**config.mk**
```make
export PLATFORM = sky130hd
export DESIGN_NAME = vna_front_flat
export DESIGN_NICKNAME = d
export VERILOG_FILES = /design/src/rtl/vna_pkg.sv /design/src/rtl/vna_ifs.sv /design/src/rtl/vna_front.sv /design/src/flat_wrapper.sv
export SDC_FILE = /design/constraint.sdc
export NUM_CORES = 1
export LEC_CHECK = 0
export ABC_AREA = 1
export BUFFER_PORTS_ARGS = -buffer_cell sky130_fd_sc_hd__buf_4
export CAP_MARGIN = 25
export CORE_UTILIZATION = 52
export CTS_CLUSTER_SIZE = 16
export DETAILED_ROUTE_END_ITERATION = 8
export HOLD_SLACK_MARGIN = 0.02
export PLACE_DENSITY = 0.79
export SETUP_SLACK_MARGIN = 0.1
export SLEW_MARGIN = 5
export SYNTH_ARGS = -nofsm -noshare
export SYNTH_HDL_FRONTEND = slang
export SYNTH_SLANG_ARGS = --single-unit
```
**constraint.sdc**
```tcl
create_clock -name clk -period 27 [get_ports clk]
set_input_delay 5.4 -clock clk [delete_from_list [all_inputs] [get_ports clk]]
set_output_delay 5.4 -clock clk [all_outputs]
set_load 0.1 [all_outputs]
```
**src/rtl/vna_pkg.sv**
```systemverilog
// shared types, constants and state encodings of the vertex normal accumulator
package vna_pkg;

  localparam int VERTEX_DEPTH_DEF = 1024;
  localparam int IDX_W            = 10;
  localparam int CMD_W            = 2;
  localparam int DATA_W           = 32;
  localparam int UNIT_W           = 16;
  localparam int CR_W             = 65;
  localparam int MAG_W            = 64;
  localparam int FACE_W           = 18;
  localparam int Q_W              = 18;

  localparam logic [CMD_W-1:0] CMD_WRITE   = 2'd0;
  localparam logic [CMD_W-1:0] CMD_TRI     = 2'd1;
  localparam logic [CMD_W-1:0] CMD_READ    = 2'd2;
  localparam logic [CMD_W-1:0] CMD_IGNORED = 2'd3;

  typedef enum logic [1:0] {
    OP_WRITE,
    OP_TRI,
    OP_READ,
    OP_READ_ZERO
  } op_kind_t;

  typedef struct packed {
    op_kind_t                 kind;
    logic [IDX_W-1:0]         idx_a;
    logic [IDX_W-1:0]         idx_b;
    logic [IDX_W-1:0]         idx_c;
    logic signed [DATA_W-1:0] pos_x;
    logic signed [DATA_W-1:0] pos_y;
    logic signed [DATA_W-1:0] pos_z;
    logic signed [DATA_W-1:0] nrm_x;
    logic signed [DATA_W-1:0] nrm_y;
    logic signed [DATA_W-1:0] nrm_z;
  } op_t;

  typedef enum logic [3:0] {
    B_IDLE,
    B_PR,
    B_PC,
    B_EDGE,
    B_HALF,
    B_MUL,
    B_NSTART,
    B_NWAIT,
    B_AR,
    B_AC,
    B_OUT
  } b_state_t;

  typedef enum logic [2:0] {
    N_IDLE,
    N_SHIFT,
    N_SQ,
    N_SQRT,
    N_DIVINIT,
    N_DIV,
    N_DONE
  } n_state_t;

  typedef struct packed {
    logic start;
    logic frac16;
  } norm_req_t;

  typedef struct packed {
    logic busy;
    logic done;
  } norm_sts_t;

endpackage

```
**src/rtl/vna_ifs.sv**
```systemverilog
// valid/ready channel interfaces for commands and normal read-out
interface vna_in_if;
  logic                                 valid;
  logic                                 ready;
  logic [vna_pkg::CMD_W-1:0]            command;
  logic [vna_pkg::IDX_W-1:0]            index_a;
  logic [vna_pkg::IDX_W-1:0]            index_b;
  logic [vna_pkg::IDX_W-1:0]            index_c;
  logic signed [vna_pkg::DATA_W-1:0]    pos_x_in;
  logic signed [vna_pkg::DATA_W-1:0]    pos_y_in;
  logic signed [vna_pkg::DATA_W-1:0]    pos_z_in;
  logic signed [vna_pkg::DATA_W-1:0]    start_nx;
  logic signed [vna_pkg::DATA_W-1:0]    start_ny;
  logic signed [vna_pkg::DATA_W-1:0]    start_nz;

  modport source (output valid, command, index_a, index_b, index_c, pos_x_in, pos_y_in,
                  pos_z_in, start_nx, start_ny, start_nz, input ready);
  modport sink (input valid, command, index_a, index_b, index_c, pos_x_in, pos_y_in,
                pos_z_in, start_nx, start_ny, start_nz, output ready);
endinterface


```
**src/rtl/vna_front.sv**
```systemverilog
// command intake: classification, range checks and two-entry queue
module vna_front #(
  parameter int VERTEX_DEPTH = vna_pkg::VERTEX_DEPTH_DEF
) (
  input  logic          clk,
  input  logic          rst_n,
  vna_in_if.sink        in_chan,
  output vna_pkg::op_t  head_o,
  output logic          head_valid_o,
  input  logic          pop_i
);

  vna_pkg::op_t       q_r [2];
  logic [1:0]         cnt_r;
  logic [1:0]         cnt_nxt;
  logic [1:0]         wr_pos;
  logic               a_ok, b_ok, c_ok;
  logic               keep;
  logic               push;
  vna_pkg::op_kind_t  kind;
  vna_pkg::op_t       new_op;

  assign a_ok = ({22'd0, in_chan.index_a} < 32'(VERTEX_DEPTH));
  assign b_ok = ({22'd0, in_chan.index_b} < 32'(VERTEX_DEPTH));
  assign c_ok = ({22'd0, in_chan.index_c} < 32'(VERTEX_DEPTH));

  always_comb begin
    case (in_chan.command)
      vna_pkg::CMD_WRITE: begin
        keep = a_ok;
        kind = vna_pkg::OP_WRITE;
      end
      vna_pkg::CMD_TRI: begin
        keep = a_ok && b_ok && c_ok;
        kind = vna_pkg::OP_TRI;
      end
      vna_pkg::CMD_READ: begin
        keep = 1'b1;
        kind = a_ok ? vna_pkg::OP_READ : vna_pkg::OP_READ_ZERO;
      end
      default: begin
        keep = 1'b0;
        kind = vna_pkg::OP_WRITE;
      end
    endcase
  end

  always_comb begin
    new_op.kind  = kind;
    new_op.idx_a = in_chan.index_a;
    new_op.idx_b = in_chan.index_b;
    new_op.idx_c = in_chan.index_c;
    new_op.pos_x = in_chan.pos_x_in;
    new_op.pos_y = in_chan.pos_y_in;
    new_op.pos_z = in_chan.pos_z_in;
    new_op.nrm_x = in_chan.start_nx;
    new_op.nrm_y = in_chan.start_ny;
    new_op.nrm_z = in_chan.start_nz;
  end

  assign in_chan.ready = (cnt_r != 2'd2);
  assign push          = in_chan.valid && in_chan.ready && keep;
  assign wr_pos        = cnt_r - {1'b0, pop_i};
  assign cnt_nxt       = cnt_r + {1'b0, push} - {1'b0, pop_i};
  assign head_o        = q_r[0];
  assign head_valid_o  = (cnt_r != 2'd0);

  always_ff @(posedge clk) begin
    if (!rst_n) begin
      cnt_r <= 2'd0;
    end else begin
      cnt_r <= cnt_nxt;
    end
  end

  always_ff @(posedge clk) begin
    if (pop_i) begin
      q_r[0] <= q_r[1];
    end
    if (push) begin
      q_r[wr_pos[0]] <= new_op;
    end
  end

  a_cnt_range: assert property (@(posedge clk) disable iff (!rst_n) cnt_r != 2'd3)
    else $error("queue count out of range");
  a_pop_nonempty: assert property (@(posedge clk) disable iff (!rst_n) pop_i |-> cnt_r != 2'd0)
    else $error("pop from empty queue");

endmodule

```
**src/flat_wrapper.sv**
```systemverilog
// flat-port wrapper written by rule: the top's interface ports become plain ports
module vna_front_flat 
#(
  parameter int VERTEX_DEPTH = vna_pkg::VERTEX_DEPTH_DEF
)
  (clk, rst_n, head_o, head_valid_o, pop_i, in_chan_valid, in_chan_command, in_chan_index_a, in_chan_index_b, in_chan_index_c, in_chan_pos_x_in, in_chan_pos_y_in, in_chan_pos_z_in, in_chan_start_nx, in_chan_start_ny, in_chan_start_nz, in_chan_ready);
  vna_in_if in_chan_i ();
  input  logic clk;
  input  logic rst_n;
  output vna_pkg::op_t head_o;
  output logic head_valid_o;
  input  logic pop_i;
  input wire logic [$bits(in_chan_i.valid)-1:0] in_chan_valid;
  input wire logic [$bits(in_chan_i.command)-1:0] in_chan_command;
  input wire logic [$bits(in_chan_i.index_a)-1:0] in_chan_index_a;
  input wire logic [$bits(in_chan_i.index_b)-1:0] in_chan_index_b;
  input wire logic [$bits(in_chan_i.index_c)-1:0] in_chan_index_c;
  input wire logic [$bits(in_chan_i.pos_x_in)-1:0] in_chan_pos_x_in;
  input wire logic [$bits(in_chan_i.pos_y_in)-1:0] in_chan_pos_y_in;
  input wire logic [$bits(in_chan_i.pos_z_in)-1:0] in_chan_pos_z_in;
  input wire logic [$bits(in_chan_i.start_nx)-1:0] in_chan_start_nx;
  input wire logic [$bits(in_chan_i.start_ny)-1:0] in_chan_start_ny;
  input wire logic [$bits(in_chan_i.start_nz)-1:0] in_chan_start_nz;
  output wire logic [$bits(in_chan_i.ready)-1:0] in_chan_ready;
  assign in_chan_i.valid = in_chan_valid;
  assign in_chan_i.command = in_chan_command;
  assign in_chan_i.index_a = in_chan_index_a;
  assign in_chan_i.index_b = in_chan_index_b;
  assign in_chan_i.index_c = in_chan_index_c;
  assign in_chan_i.pos_x_in = in_chan_pos_x_in;
  assign in_chan_i.pos_y_in = in_chan_pos_y_in;
  assign in_chan_i.pos_z_in = in_chan_pos_z_in;
  assign in_chan_i.start_nx = in_chan_start_nx;
  assign in_chan_i.start_ny = in_chan_start_ny;
  assign in_chan_i.start_nz = in_chan_start_nz;
  assign in_chan_ready = in_chan_i.ready;
  vna_front #(.VERTEX_DEPTH(VERTEX_DEPTH)) u_core (.clk(clk), .rst_n(rst_n), .in_chan(in_chan_i), .head_o(head_o), .head_valid_o(head_valid_o), .pop_i(pop_i));
endmodule
```
* Word-level counts from Yosys, hierarchy flattened
Memories as Yosys holds them, arrays and structs flattened.
Index checks and enable logic that the tools add are counted.
** Storage, ports and cells
- Word-level logic and storage cells :: 19
- Memory bits (writable) :: 448
- Memories kept :: 1
- Bits of input ports :: 228
- Output and inout bits :: 226
- Bits in read-only memories :: 0
- Bits in latches :: 0
- Flip-flop bits (word level) :: 2
** Operators by class
- $lt $le $gt $ge :: 0
- Reduce and logical (&&, ||, !) cells :: 5
- Div/mod/pow operators :: 0
- Multiply operators :: 0
- Multiplexer cells :: 6
- Shift operators :: 0
- Add/sub/neg operators :: 3
- Bitwise gates (word level) :: 0
- Equal/unequal tests :: 3
** Memories
- u_core.q_r :: depth 2, bits a word 224, rd ports 2, clocked after Yosys merged registers in 0, write ports 2, line vna_front.sv:13 : vna_pkg::op_t q_r [2];
** Operator list (number)
- $mux 1 :: 5
- $pmux 2 s2 :: 1
- $reduce_or 3->1 :: 1
- $add 2x1->2 :: 1
- $eq 2x1->1 const B :: 1
- $eq 2x2->1 const B :: 1
- $logic_and 1x1->1 :: 2
- $logic_not 2->1 :: 1
- $ne 2x2->1 const B :: 1
- $reduce_bool 2->1 :: 1
- $sub 2x1->2 :: 1
- $sub 1x1->1 :: 1

* Logic depth before layout (Yosys ltp)
Gate-level depths: netlist (run 1).
- Depth in word-level cells :: 6
- Gate-level depth with buffers :: 11
- Mapped depth without buffers :: 9

* Worst setup path before layout (run 1)
No wires, ideal clock.
- Path kind :: in2reg
- From :: input port pop_i
- To :: memory u_core.q_r[1][0] (netlist bit), enable pin
- Required time :: 25.916 ns
- Data arrival time :: 21.193 ns
- Slack :: 4.723 ns
- Setup time :: 1.084 ns
- Path buffers :: 2
- Cell stages on the path :: 4
- Cell sequence :: ha_1 -> buf_2 -> buf_1 -> nor3_1
** RTL lines
- start, declared :: line flat_wrapper.sv:12 : input logic pop_i;
- end, declared :: line vna_front.sv:13

==> flow_summary.yaml, run 1 <==
route:
  ant_nets: 0
  drt_first_pass_iters: 5
  drtIter0Drc: 918
  viasPerCell: 5.29
  wl_per_cell_microns: 19.0
  drcViolationCount: 0
  finalWirelength_microns: 39800
  dr_total_vias: 11100
cts:
  cts_num_sinks: 450
  hold_buffers: 0
  postCtsSetupBuffers: 0
  cts_max_path_buffers: 3
  post_cts_resized: 0
  cts_buffers: 45
  root_buffer: "clkbuf_16"
  ctsHtreeMaxLevel: 2
  clkLatencyLatePin_ns: 0.52
  clk_pin_slew_ns: 0.06
  cts_tree: "yes"
grt:
  grt_max_degree: 226
  grt_overflow_total: 0
  antenna_found_initial: 2
  grt_pass1_vias: 11000
  grt_pass1_wl_microns: 60300
  track_usage_pct: 23.7
worst_setup_path:
  crit_arrival_ns: 8.75
  startpoint: "pop_i"
  reg2reg_from: "u_core.cnt_r[0]$_SDFF_PN0_"
  path_class: "input pin to flip-flop"
  critPathMaxFanout: 225
  worst_setup_path_end_kind: "flip-flop"
  cp_data_required_time_ns: 27.15
  start_kind: "input pin"
final_layout:
  multi_input_area_sq_um: 2950
  fillCellCount: 2194
  area_growth_pct: 30.5
  final-seq-area_sq_um: 13500
  nets: 1895
  drive_gt1_share_pct: 31.2
sta:
  period_minus_slack_ns: 8.61
  fin_setup_tns_ns: 0
  slew_headroom_pct: 20.9
  finClkSkew_ns: 0.0123
  setup_viol: 0
  fin_crit_sh_pct: 31.9
  timing.final.max_slew_violations: 0
  rsz0062_at_grt: "false"
  tightest_slew_ns: 1.19
  hold_viol_final: 0
  clock.fmax_ghz: 0.116
floorplanning:
  pin_count: 454
  die_y_microns: 182
  rows: 65
  dieArea_sq_um: 33100
  core_area_sq_um: 31700
  fp.dieW_microns: 182
  initial_core_util_pct: 53.0
status:
  status: "complete, no violations"
power_and_ir_drop:
  power_w: 0.00223
  p_clk_share_pct: 26.7
  pwr-share-comb_pct: 32.2
  sw_frac_of_total_pct: 38.6
  peakVddDrop_mv: 0.0717
  powerDensity_nw_per_um2: 102
  p_seq_share_pct: 41.1
  p_leak_nw: 9.28
  intPower_w: 0.00137
  p_sw_w: 0.000861
logic_synthesis:
  synth.distinct_cells: 18
  synth_area_sq_um: 16800
  syn-num-nets: 1454
  syn_inst: 1224
  syn_avg_cell_area_sq_um: 13.7
  yosysWarningCount: 0
  ys_seq_area_share_pct: 80.3
  ys_seq_elements: 450
place:
  gp_congestion: 0.856
  post-dp-hpwl_microns: 25700
  io_buffers: 453
run:
  cap_violations: 0
hold_path:
  hold_class: "flip-flop to flip-flop"
  holdCritStartpoint: "u_core.q_r[1][125]$_DFFE_PP_"
## through the flow
| stage | utilization (%) | hold slack [ns] | worst slack, ns | cells | instance area, sq um |
|---|---|---|---|---|---|
| finish | 69.2 | 0.500 | 18.39 | 2102 | 21900 |
| global route | 69.2 | 0.525 | 18.07 | 2102 | 21900 |
| CTS | 69.0 | 0.507 | 18.28 | 2098 | 21900 |
| detailed placement | 64.6 | 0.497 | 17.73 | 2018 | 20500 |
| global placement | 64.6 | 0.492 | 17.77 | 2018 | 20500 |
| floorplan | - | 0.487 | 4.72 | 1224 | 16800 |
## final cells by class
cell class              instances  area share (%)
inverters                       9           0.154
repair buffers                467            16.2
flip-flops and latches        450            61.5
clock buffers                  52            5.25
well taps                     402            2.29
clock inverters                28            1.12
multi-input cells             692            13.5
diodes                          2          0.0228
## synthesized netlist by cell type
| master | number | share of area [%] |
|---|---|---|
| nand2_1 | 457 | 10 |
| edfxtp_1 | 448 | 80 |
| nand3_1 | 225 | 6.7 |
| buf_2 | 49 | 1.5 |
| clkbuf_1 | 14 | 0.31 |
| buf_4 | 7 | 0.31 |
| inv_1 | 7 | 0.16 |
| nor2_1 | 3 | 0.067 |
| buf_1 | 2 | 0.045 |
| dfxtp_1 | 2 | 0.24 |
| ha_1 | 2 | 0.15 |
| inv_2 | 2 | 0.045 |
| a21oi_1 | 1 | 0.030 |
| buf_6 | 1 | 0.067 |
| nand4_2 | 1 | 0.074 |
| nor2_2 | 1 | 0.037 |
| nor2_4 | 1 | 0.067 |
| nor3_1 | 1 | 0.030 |
## flip-flops by register name, indices dropped and copies added, names as in the netlist
name          count
u_core.q_r      448
u_core.cnt_r      2
## kinds of logic after synthesis
| family | Yosys count | share of synthesized area [%] |
|---|---|---|
| compound gates | 1 | 0.0297 |
| fa+ha+maj | 2 | 0.149 |
| buf+inv | 82 | 2.40 |
| flops | 450 | 80.3 |
| simple gates | 689 | 17.2 |
## worst paths after layout
path	to	slack [ns]	cells past startpoint
setup / recovery	u_core.q_r[0][202]$_DFFE_PP_	18.39	7
hold / removal	u_core.q_r[0][125]$_DFFE_PP_	0.50	2
setup reg to reg	u_core.q_r[0][202]$_DFFE_PP_	22.93	7
hold reg to reg	u_core.q_r[0][125]$_DFFE_PP_	0.50	2
## placed cells by master (no fill, tap or decap), types with 2 or more instances in the layout
cell       count
clkbuf_1       7
clkinv_1      19
bufinv_16      5
inv_2          2
clkbuf_16     45
dfxtp_1        2
buf_16         2
nand3_1      225
edfxtp_1     448
inv_1          7
buf_4        464
diode_2        2
clkinv_2       3
nor2_1         3
nand2_1      456
## power by group through the flow
stage	registers (W)	logic (W)	clock network (W)
floorplan	0.00138	0.000136	0
global placement	0.000930	0.000711	0
detailed placement	0.000933	0.000718	0
CTS	0.000920	0.000719	0.000606
global route	0.000926	0.000747	0.000635
finish	0.000919	0.000718	0.000596
## worst max-delay path, cell delays in order
cell and delay (ns):
buf_4 0.12, ha_4 0.76, nand4_4 0.17, buf_12 0.32, nand2_4 0.28, buf_4 0.68
buf_4 0.82
## routing by layer
metal / part of all wire, % / vias to the layer above / global-route usage [%] / wire, microns
li1: - / 5212 / - / -
met1: 36 / 5254 / 28.2 / 14300
met2: 50 / 536 / 39.4 / 19700
met3: 9.2 / 123 / 6.46 / 3670
met4: 5.3 / 0 / 12.9 / 2110
met5: 0 / - / 0 / 0
(Power assumes the default switching activity.)
==> inputs of run 2 (changes only) <==
Clock period 27 ns to 8.1 ns, I/O delays scaled along.
==> run 2 against run 1 <==
Clock-buffer cell count grew 7. Hold slack gained 0.0033 ns. Total power grew to 3.3 times the previous value. Die area is the same. Clock power grew to 3.3 times the previous value. Critical path type unchanged. Highest routed layer unchanged.
==> flow_summary.yaml, run 2 (synthesized netlist as in run 1, its figures left out) <==
status:
  status: "complete, no violations"
grt:
  grt_pass1_wl_microns: 61400
  grt_max_degree: 200
  track_usage_pct: 24.3
  grt_overflow_total: 0
  grt_pass1_vias: 11100
  antenna_found_initial: 4
power_and_ir_drop:
  p_leak_nw: 9.27
  peakVddDrop_mv: 0.266
  powerDensity_nw_per_um2: 340
  power_w: 0.00746
final_layout:
  top_regs: "u_core.q_r x448, u_core.cnt_r x2"
  largest_reg_flops: 448
  drive_gt1_share_pct: 31.3
  layout_common_cells: "buf_4 (463), nand2_1 (456), edfxtp_1 (448)"
  fin_cells: 2103
  final-seq-area_sq_um: 13500
  nets: 1895
  fillCellCount: 2203
  area_growth_pct: 30.6
  top_register: "u_core.q_r"
  multi_input_area_sq_um: 2960
  final_common_cell: "buf_4"
worst_setup_path:
  crit_arrival_ns: 4.57
  path_cells: "buf_4, ha_4, nand4_4, nand2_4, buf_12"
  path_class: "input pin to flip-flop"
  worst_r2r_path_depth: 5
  start_kind: "input pin"
  cp_data_required_time_ns: 8.25
  worst_setup_path_end_kind: "flip-flop"
  slowest_delay_ns: 0.76
  critPathMaxFanout: 110
  cp_slowest_cell: "ha_4"
place:
  post-dp-hpwl_microns: 26100
  gp_congestion: 0.815
  dp_slack_ns: 3.14
  dp_cells: 2018
  io_buffers: 453
sta:
  fin_ws_ns: 3.68
  clock.fmax_ghz: 0.226
  fin_setup_tns_ns: 0
  timing.final.max_slew_violations: 0
  finClkSkew_ns: 0.0101
  tightest_slew_ns: 1.20
  fin_crit_sh_pct: 54.6
  whs_ns: 0.503
  rsz0062_at_grt: "false"
  period_minus_slack_ns: 4.42
  slew_headroom_pct: 20.2
  setup_viol: 0
  hold_viol_final: 0
floorplanning:
  fp.dieW_microns: 182
  pin_count: 454
  core_area_sq_um: 31700
  rows: 65
  initial_core_util_pct: 53.0
  die_y_microns: 182
  dieArea_sq_um: 33100
cts:
  post_cts_resized: 0
  hold_buffers: 0
  clkLatencyLatePin_ns: 0.53
  cts_tree: "yes"
  ctsHtreeMaxLevel: 2
  clk_pin_slew_ns: 0.06
  cts_num_sinks: 450
  cts_max_path_buffers: 3
  cts_buffers: 46
  postCtsSetupBuffers: 0
  root_buffer: "clkbuf_16"
route:
  finalWirelength_microns: 41000
  drt_first_pass_iters: 5
  wl_per_cell_microns: 19.5
  dr_total_vias: 11200
  ant_nets: 0
  drcViolationCount: 0
  drtIter0Drc: 936
  viasPerCell: 5.31
run:
  cap_violations: 0
hold_path:
  hold_class: "flip-flop to flip-flop"
  hold_depth: 2
run 2: final timing paths:
check / to / slack [ns] / startpoint
worst max register to register: u_core.q_r[0][126]$_DFFE_PP_ / 4.48 / u_core.cnt_r[0]$_SDFF_PN0_
worst min register to register: u_core.q_r[0][31]$_DFFE_PP_ / 0.50 / u_core.q_r[1][31]$_DFFE_PP_
worst max-delay path: u_core.q_r[0][126]$_DFFE_PP_ / 3.68 / pop_i
worst min-delay path: u_core.q_r[0][31]$_DFFE_PP_ / 0.50 / u_core.q_r[1][31]$_DFFE_PP_
run 2: per-layer routing:
layer | vias up | share of wire (%) | global-route usage, % | routed length [microns]
met5 | - | 0 | 0 | 0
met2 | 564 | 50 | 40.4 | 20600
met4 | 0 | 4.8 | 12.3 | 1980
li1 | 5213 | - | - | -
met1 | 5285 | 35 | 29.2 | 14500
met3 | 106 | 9.7 | 6.92 | 3990
run 2: power breakdown:
group	switching, W	internal [W]
Sequential	0.0000889	0.00297
Clock	0.000834	0.00116
Combinational	0.00197	0.000428
Total	0.00290	0.00456
run 2: cell type report:
class	count	share of cell area, %
Antenna cell	4	0.0456
Inverter	9	0.154
Sequential cell	450	61.5
Clock buffer	59	5.76
Tap cell	402	2.29
Clock inverter	21	0.690
Timing Repair Buffer	466	16.1
Multi-Input combinational cell	692	13.5
run 2: critical path, delay by kind of cell:
kind,cells,cell delay [ns]
adder cells (fa/ha/maj),1,0.76
buffers and inverters,2,0.58
AND/OR/NAND/NOR,2,1.34
run 2: metrics by stage:
stage / cell area, sq um / util, %
detailed placement: 20500 / 64.6
global route: 22000 / 69.2
CTS: 21900 / 69.1
global placement: 20500 / 64.6
floorplan: 16800 / -
finish: 22000 / 69.2
